## src/hw/rtl/skv_pkg.sv

```systemverilog
// Package for the sorted key/value map: request and status codes, sequencer
// states, compare flags and default sizes. No dependencies.
package skv_pkg;

    localparam int DEF_CAPACITY   = 32;
    localparam int DEF_KEY_BITS   = 32;
    localparam int DEF_VALUE_BITS = 32;

    localparam int REQ_BITS    = 3;
    localparam int STATUS_BITS = 2;

    typedef enum logic [REQ_BITS-1:0] {
        REQ_LOOKUP       = 3'd0,
        REQ_ENTER        = 3'd1,
        REQ_REMOVE_VALUE = 3'd2,
        REQ_REMOVE_KEY   = 3'd3,
        REQ_CLEAR        = 3'd4
    } req_type_t;

    typedef enum logic [STATUS_BITS-1:0] {
        STATUS_OK        = 2'd0,
        STATUS_NOT_FOUND = 2'd1,
        STATUS_FULL      = 2'd2
    } status_t;

    typedef enum logic [1:0] {
        ST_IDLE,
        ST_SCAN,
        ST_SHIFT,
        ST_DONE
    } state_t;

    typedef struct packed {
        logic key_eq;
        logic key_gt;
        logic value_eq;
    } cmp_flags_t;

endpackage

```

## src/hw/rtl/skv_if.sv

```systemverilog
// Valid/ready channel interfaces for map requests and map responses.
// Depends on skv_pkg for the code widths.
interface skv_req_if #(
    parameter int KEY_BITS   = 32,
    parameter int VALUE_BITS = 32
);
    import skv_pkg::*;

    logic                  valid;
    logic                  ready;
    logic [REQ_BITS-1:0]   req_type;
    logic [KEY_BITS-1:0]   key;
    logic [VALUE_BITS-1:0] value;

    modport source (output valid, req_type, key, value, input ready);
    modport sink   (input valid, req_type, key, value, output ready);
endinterface

interface skv_rsp_if #(
    parameter int VALUE_BITS = 32,
    parameter int COUNT_BITS = 6
);
    import skv_pkg::*;

    logic                   valid;
    logic                   ready;
    logic                   found;
    logic [VALUE_BITS-1:0]  value_out;
    logic [STATUS_BITS-1:0] status;
    logic [COUNT_BITS-1:0]  entry_count;

    modport source (output valid, found, value_out, status, entry_count, input ready);
    modport sink   (input valid, found, value_out, status, entry_count, output ready);
endinterface

```

## src/hw/rtl/skv_ram.sv

```systemverilog
// Generic single-write, single-read RAM with a registered read port.
// No dependencies.
module skv_ram #(
    parameter int WIDTH = 64,
    parameter int DEPTH = 32
) (
    input  logic                     clk,
    input  logic                     we,
    input  logic [$clog2(DEPTH)-1:0] waddr,
    input  logic [WIDTH-1:0]         wdata,
    input  logic [$clog2(DEPTH)-1:0] raddr,
    output logic [WIDTH-1:0]         rdata
);
    logic [WIDTH-1:0] mem [DEPTH];

    always_ff @(posedge clk)
    begin
        if (we)
        begin
            mem[waddr] <= wdata;
        end
        rdata <= mem[raddr];
    end
endmodule

```

## src/hw/rtl/skv_cmp.sv

```systemverilog
// Shared compare unit: checks one stored entry against the request key and value.
// Depends on skv_pkg for the flag struct.
module skv_cmp #(
    parameter int KEY_BITS   = 32,
    parameter int VALUE_BITS = 32
) (
    input  logic [KEY_BITS-1:0]   entry_key,
    input  logic [VALUE_BITS-1:0] entry_value,
    input  logic [KEY_BITS-1:0]   req_key,
    input  logic [VALUE_BITS-1:0] req_value,
    output skv_pkg::cmp_flags_t   flags
);
    import skv_pkg::*;

    always_comb
    begin
        flags.key_eq   = (entry_key == req_key);
        flags.key_gt   = (entry_key > req_key);
        flags.value_eq = (entry_value == req_value);
    end
endmodule

```

## src/hw/rtl/skv_seq.sv

```systemverilog
// Sequencer of the sorted map: scans the entry RAM one entry per cycle through the
// shared compare unit, then, to insert or remove, shifts entries up or down. Depends on skv_pkg, skv_if, skv_cmp.
module skv_seq #(
    parameter int CAPACITY   = skv_pkg::DEF_CAPACITY,
    parameter int KEY_BITS   = skv_pkg::DEF_KEY_BITS,
    parameter int VALUE_BITS = skv_pkg::DEF_VALUE_BITS
) (
    input  logic                                clk,
    input  logic                                rst_n,
    skv_req_if.sink                             req,
    skv_rsp_if.source                           rsp,
    output logic                                ram_we,
    output logic [$clog2(CAPACITY)-1:0]         ram_waddr,
    output logic [KEY_BITS+VALUE_BITS-1:0]      ram_wdata,
    output logic [$clog2(CAPACITY)-1:0]         ram_raddr,
    input  logic [KEY_BITS+VALUE_BITS-1:0]      ram_rdata
);
    import skv_pkg::*;

    localparam int ADDR_BITS  = $clog2(CAPACITY);
    localparam int COUNT_BITS = $clog2(CAPACITY + 1);

    state_t                 state_reg, state_next;
    req_type_t              op_reg, op_next;
    logic [KEY_BITS-1:0]    key_reg, key_next;
    logic [VALUE_BITS-1:0]  val_reg, val_next;
    logic [COUNT_BITS-1:0]  count_reg, count_next;
    logic [COUNT_BITS-1:0]  idx_reg, idx_next;
    logic [COUNT_BITS-1:0]  pos_reg, pos_next;
    logic [COUNT_BITS-1:0]  left_reg, left_next;
    logic                   cmp_valid_reg, cmp_valid_next;
    logic                   up_reg, up_next;
    logic                   wr_pend_reg, wr_pend_next;
    logic [ADDR_BITS-1:0]   wr_addr_reg, wr_addr_next;
    logic                   res_found_reg, res_found_next;
    logic [VALUE_BITS-1:0]  res_value_reg, res_value_next;
    status_t                res_status_reg, res_status_next;
    logic                   out_valid_reg, out_valid_next;
    logic                   out_found_reg, out_found_next;
    logic [VALUE_BITS-1:0]  out_value_reg, out_value_next;
    status_t                out_status_reg, out_status_next;
    logic [COUNT_BITS-1:0]  out_count_reg, out_count_next;

    logic [KEY_BITS-1:0]    entry_key;
    logic [VALUE_BITS-1:0]  entry_value;
    cmp_flags_t             flags;
    logic                   issue;
    logic                   do_insert;
    logic                   do_remove;
    logic                   miss;
    logic [COUNT_BITS-1:0]  start_pos;
    logic [COUNT_BITS-1:0]  idx_step;

    assign entry_key   = ram_rdata[KEY_BITS+VALUE_BITS-1:VALUE_BITS];
    assign entry_value = ram_rdata[VALUE_BITS-1:0];

    skv_cmp #(
        .KEY_BITS   (KEY_BITS),
        .VALUE_BITS (VALUE_BITS)
    ) u_cmp (
        .entry_key   (entry_key),
        .entry_value (entry_value),
        .req_key     (key_reg),
        .req_value   (val_reg),
        .flags       (flags)
    );

    assign req.ready       = (state_reg == ST_IDLE);
    assign rsp.valid       = out_valid_reg;
    assign rsp.found       = out_found_reg;
    assign rsp.value_out   = out_value_reg;
    assign rsp.status      = out_status_reg;
    assign rsp.entry_count = out_count_reg;

    always_comb
    begin
        state_next      = state_reg;
        op_next         = op_reg;
        key_next        = key_reg;
        val_next        = val_reg;
        count_next      = count_reg;
        idx_next        = idx_reg;
        pos_next        = pos_reg;
        left_next       = left_reg;
        cmp_valid_next  = cmp_valid_reg;
        up_next         = up_reg;
        wr_pend_next    = wr_pend_reg;
        wr_addr_next    = wr_addr_reg;
        res_found_next  = res_found_reg;
        res_value_next  = res_value_reg;
        res_status_next = res_status_reg;
        out_valid_next  = out_valid_reg;
        out_found_next  = out_found_reg;
        out_value_next  = out_value_reg;
        out_status_next = out_status_reg;
        out_count_next  = out_count_reg;

        ram_we    = 1'b0;
        ram_waddr = wr_addr_reg;
        ram_wdata = ram_rdata;
        ram_raddr = idx_reg[ADDR_BITS-1:0];

        issue     = (idx_reg < count_reg);
        do_insert = 1'b0;
        do_remove = 1'b0;
        miss      = 1'b0;
        start_pos = pos_reg;
        idx_step  = up_reg ? (idx_reg - 1'b1) : (idx_reg + 1'b1);

        if (out_valid_reg && rsp.ready)
        begin
            out_valid_next = 1'b0;
        end

        unique case (state_reg)
            ST_IDLE:
            begin
                if (req.valid)
                begin
                    op_next         = req_type_t'(req.req_type);
                    key_next        = req.key;
                    val_next        = req.value;
                    idx_next        = '0;
                    cmp_valid_next  = 1'b0;
                    res_found_next  = 1'b0;
                    res_value_next  = '0;
                    res_status_next = STATUS_OK;
                    unique case (req_type_t'(req.req_type))
                        REQ_LOOKUP, REQ_ENTER, REQ_REMOVE_VALUE, REQ_REMOVE_KEY:
                        begin
                            state_next = ST_SCAN;
                        end
                        REQ_CLEAR:
                        begin
                            count_next = '0;
                            state_next = ST_DONE;
                        end
                        default:
                        begin
                            state_next = ST_DONE;
                        end
                    endcase
                end
            end

            ST_SCAN:
            begin
                // The RAM output holds the entry at pos_reg, read in the previous cycle.
                if (issue)
                begin
                    idx_next       = idx_reg + 1'b1;
                    pos_next       = idx_reg;
                    cmp_valid_next = 1'b1;
                end
                else
                begin
                    cmp_valid_next = 1'b0;
                end

                if (cmp_valid_reg)
                begin
                    unique case (op_reg)
                        REQ_LOOKUP:
                        begin
                            if (flags.key_eq)
                            begin
                                res_found_next = 1'b1;
                                res_value_next = entry_value;
                                state_next     = ST_DONE;
                            end
                            else if (flags.key_gt)
                            begin
                                miss = 1'b1;
                            end
                        end
                        REQ_ENTER:
                        begin
                            if (flags.key_eq)
                            begin
                                ram_we     = 1'b1;
                                ram_waddr  = pos_reg[ADDR_BITS-1:0];
                                ram_wdata  = {key_reg, val_reg};
                                state_next = ST_DONE;
                            end
                            else if (flags.key_gt)
                            begin
                                do_insert = 1'b1;
                            end
                        end
                        REQ_REMOVE_VALUE:
                        begin
                            do_remove = flags.value_eq;
                        end
                        REQ_REMOVE_KEY:
                        begin
                            if (flags.key_eq)
                            begin
                                do_remove = 1'b1;
                            end
                            else if (flags.key_gt)
                            begin
                                miss = 1'b1;
                            end
                        end
                        default:
                        begin
                            state_next = ST_DONE;
                        end
                    endcase
                end
                else if (!issue)
                begin
                    // Every stored entry was passed without a decision.
                    if (op_reg == REQ_ENTER)
                    begin
                        do_insert = 1'b1;
                        start_pos = count_reg;
                    end
                    else
                    begin
                        miss = 1'b1;
                    end
                end

                if (miss)
                begin
                    res_status_next = STATUS_NOT_FOUND;
                    state_next      = ST_DONE;
                end

                if (do_insert)
                begin
                    if (count_reg >= COUNT_BITS'(CAPACITY))
                    begin
                        res_status_next = STATUS_FULL;
                        state_next      = ST_DONE;
                    end
                    else
                    begin
                        up_next      = 1'b1;
                        pos_next     = start_pos;
                        left_next    = count_reg - start_pos;
                        idx_next     = count_reg - 1'b1;
                        wr_pend_next = 1'b0;
                        state_next   = ST_SHIFT;
                    end
                end

                if (do_remove)
                begin
                    res_found_next = 1'b1;
                    up_next        = 1'b0;
                    pos_next       = pos_reg;
                    left_next      = count_reg - pos_reg - 1'b1;
                    idx_next       = pos_reg + 1'b1;
                    wr_pend_next   = 1'b0;
                    state_next     = ST_SHIFT;
                end
            end

            ST_SHIFT:
            begin
                // Read one entry per cycle and write it back one place over on the next.
                if (wr_pend_reg)
                begin
                    ram_we    = 1'b1;
                    ram_waddr = wr_addr_reg;
                    ram_wdata = ram_rdata;
                end

                if (left_reg != '0)
                begin
                    idx_next     = idx_step;
                    left_next    = left_reg - 1'b1;
                    wr_pend_next = 1'b1;
                    wr_addr_next = up_reg ? ADDR_BITS'(idx_reg + 1'b1)
                                          : ADDR_BITS'(idx_reg - 1'b1);
                end
                else
                begin
                    wr_pend_next = 1'b0;
                    if (!wr_pend_reg)
                    begin
                        if (up_reg)
                        begin
                            ram_we     = 1'b1;
                            ram_waddr  = pos_reg[ADDR_BITS-1:0];
                            ram_wdata  = {key_reg, val_reg};
                            count_next = count_reg + 1'b1;
                        end
                        else
                        begin
                            count_next = count_reg - 1'b1;
                        end
                        state_next = ST_DONE;
                    end
                end
            end

            ST_DONE:
            begin
                if (!out_valid_reg || rsp.ready)
                begin
                    out_valid_next  = 1'b1;
                    out_found_next  = res_found_reg;
                    out_value_next  = res_value_reg;
                    out_status_next = res_status_reg;
                    out_count_next  = count_reg;
                    state_next      = ST_IDLE;
                end
            end

            default:
            begin
                state_next = ST_IDLE;
            end
        endcase
    end

    always_ff @(posedge clk or negedge rst_n)
    begin
        if (!rst_n)
        begin
            state_reg     <= ST_IDLE;
            count_reg     <= '0;
            cmp_valid_reg <= 1'b0;
            wr_pend_reg   <= 1'b0;
            out_valid_reg <= 1'b0;
        end
        else
        begin
            state_reg     <= state_next;
            count_reg     <= count_next;
            cmp_valid_reg <= cmp_valid_next;
            wr_pend_reg   <= wr_pend_next;
            out_valid_reg <= out_valid_next;
        end
    end

    always_ff @(posedge clk)
    begin
        op_reg         <= op_next;
        key_reg        <= key_next;
        val_reg        <= val_next;
        idx_reg        <= idx_next;
        pos_reg        <= pos_next;
        left_reg       <= left_next;
        up_reg         <= up_next;
        wr_addr_reg    <= wr_addr_next;
        res_found_reg  <= res_found_next;
        res_value_reg  <= res_value_next;
        res_status_reg <= res_status_next;
        out_found_reg  <= out_found_next;
        out_value_reg  <= out_value_next;
        out_status_reg <= out_status_next;
        out_count_reg  <= out_count_next;
    end
endmodule

```

## src/hw/rtl/sorted_array_key_value_map.sv

```systemverilog
// Sorted key/value map, top level. A clear or an unused code goes from idle straight to the
// done state, whose output registers carry the answer; other requests first scan the stored
// entries through the RAM ports and, to insert or remove, shift them one place over.
// One request is in work at a time: the next is taken once the result is registered,
// and later while a response waits for ready. Reset clears the entry count and the handshake
// state; the RAM contents are not cleared. Depends on skv_pkg, skv_if, skv_ram and skv_seq.
module sorted_array_key_value_map #(
    parameter int CAPACITY   = skv_pkg::DEF_CAPACITY,
    parameter int KEY_BITS   = skv_pkg::DEF_KEY_BITS,
    parameter int VALUE_BITS = skv_pkg::DEF_VALUE_BITS
) (
    input  logic      clk,
    input  logic      rst_n,
    skv_req_if.sink   req,
    skv_rsp_if.source rsp
);
    import skv_pkg::*;

    localparam int ADDR_BITS  = $clog2(CAPACITY);
    localparam int ENTRY_BITS = KEY_BITS + VALUE_BITS;

    logic                  ram_we;
    logic [ADDR_BITS-1:0]  ram_waddr;
    logic [ENTRY_BITS-1:0] ram_wdata;
    logic [ADDR_BITS-1:0]  ram_raddr;
    logic [ENTRY_BITS-1:0] ram_rdata;

    skv_ram #(
        .WIDTH (ENTRY_BITS),
        .DEPTH (CAPACITY)
    ) u_entry_ram (
        .clk   (clk),
        .we    (ram_we),
        .waddr (ram_waddr),
        .wdata (ram_wdata),
        .raddr (ram_raddr),
        .rdata (ram_rdata)
    );

    skv_seq #(
        .CAPACITY   (CAPACITY),
        .KEY_BITS   (KEY_BITS),
        .VALUE_BITS (VALUE_BITS)
    ) u_seq (
        .clk       (clk),
        .rst_n     (rst_n),
        .req       (req),
        .rsp       (rsp),
        .ram_we    (ram_we),
        .ram_waddr (ram_waddr),
        .ram_wdata (ram_wdata),
        .ram_raddr (ram_raddr),
        .ram_rdata (ram_rdata)
    );
endmodule

```

## src/flat_wrapper.sv

```systemverilog
// flat-port wrapper written by rule: the top's interface ports become plain ports
module sorted_array_key_value_map_flat import skv_pkg::*;
#(
    parameter int CAPACITY   = skv_pkg::DEF_CAPACITY,
    parameter int KEY_BITS   = skv_pkg::DEF_KEY_BITS,
    parameter int VALUE_BITS = skv_pkg::DEF_VALUE_BITS
)
  (clk, rst_n, req_valid, req_req_type, req_key, req_value, req_ready, rsp_valid, rsp_found, rsp_value_out, rsp_status, rsp_entry_count, rsp_ready);
  skv_req_if #(.KEY_BITS(KEY_BITS), .VALUE_BITS(VALUE_BITS)) req_i ();
  skv_rsp_if #(.VALUE_BITS(VALUE_BITS), .COUNT_BITS(($clog2((DEF_CAPACITY) + 1)))) rsp_i ();
  input  logic clk;
  input  logic rst_n;
  input wire logic [$bits(req_i.valid)-1:0] req_valid;
  input wire logic [$bits(req_i.req_type)-1:0] req_req_type;
  input wire logic [$bits(req_i.key)-1:0] req_key;
  input wire logic [$bits(req_i.value)-1:0] req_value;
  output wire logic [$bits(req_i.ready)-1:0] req_ready;
  output wire logic [$bits(rsp_i.valid)-1:0] rsp_valid;
  output wire logic [$bits(rsp_i.found)-1:0] rsp_found;
  output wire logic [$bits(rsp_i.value_out)-1:0] rsp_value_out;
  output wire logic [$bits(rsp_i.status)-1:0] rsp_status;
  output wire logic [$bits(rsp_i.entry_count)-1:0] rsp_entry_count;
  input wire logic [$bits(rsp_i.ready)-1:0] rsp_ready;
  assign req_i.valid = req_valid;
  assign req_i.req_type = req_req_type;
  assign req_i.key = req_key;
  assign req_i.value = req_value;
  assign req_ready = req_i.ready;
  assign rsp_valid = rsp_i.valid;
  assign rsp_found = rsp_i.found;
  assign rsp_value_out = rsp_i.value_out;
  assign rsp_status = rsp_i.status;
  assign rsp_entry_count = rsp_i.entry_count;
  assign rsp_i.ready = rsp_ready;
  sorted_array_key_value_map #(.CAPACITY(CAPACITY), .KEY_BITS(KEY_BITS), .VALUE_BITS(VALUE_BITS)) u_core (.clk(clk), .rst_n(rst_n), .req(req_i), .rsp(rsp_i));
endmodule
```

## config.mk

```make
export PLATFORM = sky130hd
export DESIGN_NAME = sorted_array_key_value_map_flat
export DESIGN_NICKNAME = d
export VERILOG_FILES = /design/src/hw/rtl/skv_pkg.sv /design/src/hw/rtl/skv_if.sv /design/src/hw/rtl/skv_ram.sv /design/src/hw/rtl/skv_cmp.sv /design/src/hw/rtl/skv_seq.sv /design/src/hw/rtl/sorted_array_key_value_map.sv /design/src/flat_wrapper.sv
export SDC_FILE = /design/constraint.sdc
export NUM_CORES = 2
export LEC_CHECK = 0
export BUFFER_PORTS_ARGS = -buffer_cell sky130_fd_sc_hd__buf_2
export CORE_UTILIZATION = 26
export CTS_CLUSTER_DIAMETER = 150
export CTS_CLUSTER_SIZE = 30
export DETAILED_ROUTE_END_ITERATION = 16
export PLACE_DENSITY = 0.39
export SLEW_MARGIN = 20
export SYNTH_ARGS = -nofsm -noshare
export SYNTH_HDL_FRONTEND = slang
export SYNTH_SLANG_ARGS = --single-unit
```

## constraint.sdc

```tcl
create_clock -name clk -period 13.5 [get_ports clk]
set_input_delay 0.675 -clock clk [delete_from_list [all_inputs] [get_ports clk]]
set_output_delay 0.675 -clock clk [all_outputs]
set_load 0.02 [all_outputs]
```

==> impl_metrics.tcl <==
set metrics [dict create \
    grt_antenna_before_repair 22 \
    p_int_uw 13940 \
    pwr-share-seq_pct 47.9 \
    hp-start "req_key[1]" \
    global_route_wire_length_before_repair_um 361900 \
    initialDrtViolationCount 4235 \
    tritoncts.num_buffers 92 \
    worst_hold_path.num_cells 1 \
    post-route-util_pct 29.16 \
    largest_register_ffs 2048 \
    power.share.combinational_pct 35.5 \
    timing.max_cap.violations 0 \
    synth_top_area_share_pct 75.15 \
    worst_r2r_startpoint "u_core.u_seq.key_reg[14]$_DFFE_PP_" \
    registers.top_by_ff_count "u_core.u_entry_ram.mem" \
    postSynthRegisterBits 2290 \
    ys_top_cells_by_area "edfxtp_1 (75%), mux4_2 (16%), dfxtp_1 (1.4%)" \
    synth.distinct_cells 71 \
    pin_count_of_the_biggest_net_entering_global_routing 105 \
    final_nets 4196 \
    drt_drc 0 \
    initial_core_util_pct 26.21 \
    route.vias.total 40398 \
    worst_setup_path_end_kind "flip-flop" \
    areaGrowthSynthToFinish_pct 11.26 \
    cts.reportedPaths.clkPinSlew_ns 0.12 \
    hold_end "u_core.u_seq.key_reg[1]$_DFFE_PP_" \
    post_cts_setup_buffer_count 0 \
    clock_power_share_pct 16.5 \
    core_area_mm2 0.3377 \
    cp_cell_sequence "inv_1 -> ha_1 -> nand4_1 -> nor4_2 -> nand4_1 -> o22ai_4 -> buf_4 -> a22oi_1 -> nor2b_1 -> o21ai_1 -> nor2b_4 -> buf_4" \
    final_setup_violations 0 \
    post-dp-hpwl_um 158300 \
    syn_area_mm2 0.08851 \
    startpoint_class_of_the_critical_path "flip-flop" \
    gp_routability_congestion 0.7509 \
    switching_power_uw 7630 \
    timing.critical_path.depth 12 \
    seq_area_frac_synth_pct 76.90 \
    share_of_total_power_consumed_by_net_switching_pct 35.37 \
    mappedNetlistNets 3999 \
    synth_area_leader_cell "edfxtp_1" \
    clock_tree_from_tritoncts "yes" \
    vdd.ir_drop.worst_mv 0.1452 \
    final_period_demand_of_the_worst_path_ns 6.111 \
    dieWidth_um 585.5 \
    outcome "finished clean" \
    die_h_um 585.5 \
    final_cell_area_mm2 0.09848 \
    max-slew-margin-rel_pct 25.88 \
    postLayoutSetupSlackWorst_ns 7.389 \
    clk_path_buf_depth 4 \
    layout-drive-gt1-share_pct 27.26 \
    critical_path_class "flip-flop to flip-flop" \
    layout_worst_path_cycle_share_pct 45.27 \
    critPathRequiredTime_ns 13.99 \
    route.detailed.wl_per_inst_um 30.44 \
    hold_path.class "input pin to flip-flop" \
    fin_setup_tns_ns 0 \
    drtAntennaViolNets 0 \
    finalMaxSlewViolations 0 \
    buffer_ports.inserted 113 \
    regToRegSetupSlack_ns 7.39 \
    number_of_global_route_vias_before_repair 40940 \
    cts.root.buffer_cell "clkbuf_16" \
    rr_endpoint "u_core.u_entry_ram.mem[25][44]$_DFFE_PP_" \
    syn-mean-instance-area_um2 22.88 \
    power-per-cell-area_mw_per_mm2 219.1 \
    place_ws_ns 7.236 \
    fmaxAchievable_mhz 163.6 \
    clock_latency_ns 0.88 \
    asyncSetResetFlopFracSynth_pct 0.4803 \
    io_pins 114 \
    die-area_mm2 0.3428 \
    h-tree-depth 3 \
    cp.arrival_ns 6.60 \
    postPlaceCellArea_mm2 0.09541 \
    layout_top_registers "u_core.u_entry_ram.mem: 2048 flops, u_core.u_entry_ram.rdata: 64 flops" \
    grt_overall_usage_pct 15.19 \
    crit_buf_inv 3 \
    number_of_warning_messages_in_the_yosys_log 0 \
    crit_slowest_cell "nor4_2" \
    cellLeakagePower_uw 0.02948 \
    critical_path_peak_fanout 43 \
    synth_edf_count 2215 \
    postSynth.topFlopCell "edfxtp_1" \
    rr_worst_depth 12 \
    cp_slowest_stage_delay_ns 0.88 \
    rsz0062_at_grt "no" \
    power_uw 21570 \
    post_drt_via_cell_ratio 4.668 \
    synthCells 3868 \
    row_count 213 \
    routed_wl_um 263400 \
    final_hold_viol_count 0 \
    cp_top_family "simple AND/OR/NAND/NOR gates" \
    drt_pass1_iterations 7 \
    grt.overflow.total 0 \
    timing_worst_slew_pin_value_ns 1.100 \
    tritoncts_num_sinks 2290 \
    finClkSkew_ns 0.08760 \
]
logic make-up after synthesis:
family                     after synthesis  share of synthesized area (%)
and+or+nand+nor                        261                          1.467
adders and majority gates               60                         0.8651
AOI/OAI and AO/OA                      224                          1.773
xor gates and xnor gates                65                         0.6432
buffers and inverters                  253                          1.122
DFF                                   2290                          76.90
muxes                                  715                          17.22
power groups by stage:
stage / registers, µW / logic [µW] / clock network [µW]
after floorplan: 10400 / 4420 / 0
after global placement: 10500 / 7800 / 0
after detailed placement: 10500 / 7850 / 0
after CTS: 10300 / 7870 / 3710
after global routing: 10400 / 8230 / 3910
final: 10300 / 7670 / 3570
through the flow:
stage / hold WS, ns / cells
after floorplan: 0.3794 / 3868
after global placement: 0.4058 / 8447
after detailed placement: 0.4045 / 8448
after CTS: 0.004413 / 8649
after global routing: 0.001564 / 8651
final: 0.04687 / 8655
worst max-delay path by stage:
stage                                            start                                        to
finish              u_core.u_seq.key_reg[14]$_DFFE_PP_  u_core.u_entry_ram.mem[25][44]$_DFFE_PP_
global route        u_core.u_seq.key_reg[14]$_DFFE_PP_  u_core.u_entry_ram.mem[25][40]$_DFFE_PP_
CTS                 u_core.u_seq.key_reg[14]$_DFFE_PP_  u_core.u_entry_ram.mem[25][44]$_DFFE_PP_
detailed placement  u_core.u_seq.key_reg[14]$_DFFE_PP_  u_core.u_entry_ram.mem[25][57]$_DFFE_PP_
global placement    u_core.u_seq.key_reg[14]$_DFFE_PP_  u_core.u_entry_ram.mem[25][52]$_DFFE_PP_
floorplan           u_core.u_seq.left_reg[0]$_DFFE_PP_    u_core.u_entry_ram.mem[9][0]$_DFFE_PP_
routing by layer:
metal	part of all wire [%]	routed length (µm)	up-vias	track usage, %
li1	-	-	16605	-
met1	49	128300	22796	23.01
met2	46	121600	853	23.89
met3	3.8	10130	144	1.631
met4	1.3	3442	0	2.195
met5	0	0	-	0
repair_timing:
item | CTS | global route
endpoints found under the hold margin | 48 | 0
setup endpoints to repair | 0 | 0
hold buffers | 38 | 0
gates resized for setup | 0 | 0
Yosys cell counts, drive strengths merged, types with 3 or more instances:
master  count
ha         58
nor3       10
xnor2      29
xor2       36
nand2      59
a21boi      3
mux2i      10
a22o       63
a211oi      7
inv        66
edfxtp   2215
o31ai       5
dfxtp      64
o22ai       3
a21oi      64
a31oi       4
buf        64
o211ai      5
mux4      640
o21a        3
dfrtp      11
o21ai      31
nand3      16
nor2       74
a21o        8
nand4      16
mux2       65
and3       10
nor2b      11
and2       39
nor4        8
nand2b      7
clkbuf    122
or4b        4
cell type report:
cell class,instances,area (µm²)
fill,32744,239200
sequential,2290,68070
multi-input combinational,1325,19750
tap,4515,5649
clock buffer,156,2542
timing repair buffer,290,2085
inverter,66,247.7
clock inverter,7,120.1
antenna,6,15.01
placed cells by master (no fill, tap or decap), types with 6 or more instances in the layout:
cell type      netlist  layout
a211oi_1             7       7
a21o_1               8       7
a21oi_1             64      64
a22o_1              62      43
a22o_2               1      20
and2_1              38      36
and3_4               0       8
buf_12               0       7
buf_2               10     113
buf_4                1     131
clkbuf_1           120      64
clkbuf_16            0      92
dfrtp_1             11      11
dfxtp_1             64      64
diode_2              0       6
dlygate4sd3_1        0      38
edfxtp_1          2215    2215
ha_1                58      57
inv_1               66      66
mux2_2              65      65
mux2i_1             10      10
mux4_2             640     640
nand2_1             59      59
nand2b_1             7       7
nand3_1             16      16
nand4_1             16      16
nor2_1              74      56
nor2_4               0      18
nor2b_4              0       7
nor3_1              10      10
o21ai_0             30      29
xnor2_1             29      29
xor2_1              36      36
Power figures use the tool's default switching activity.
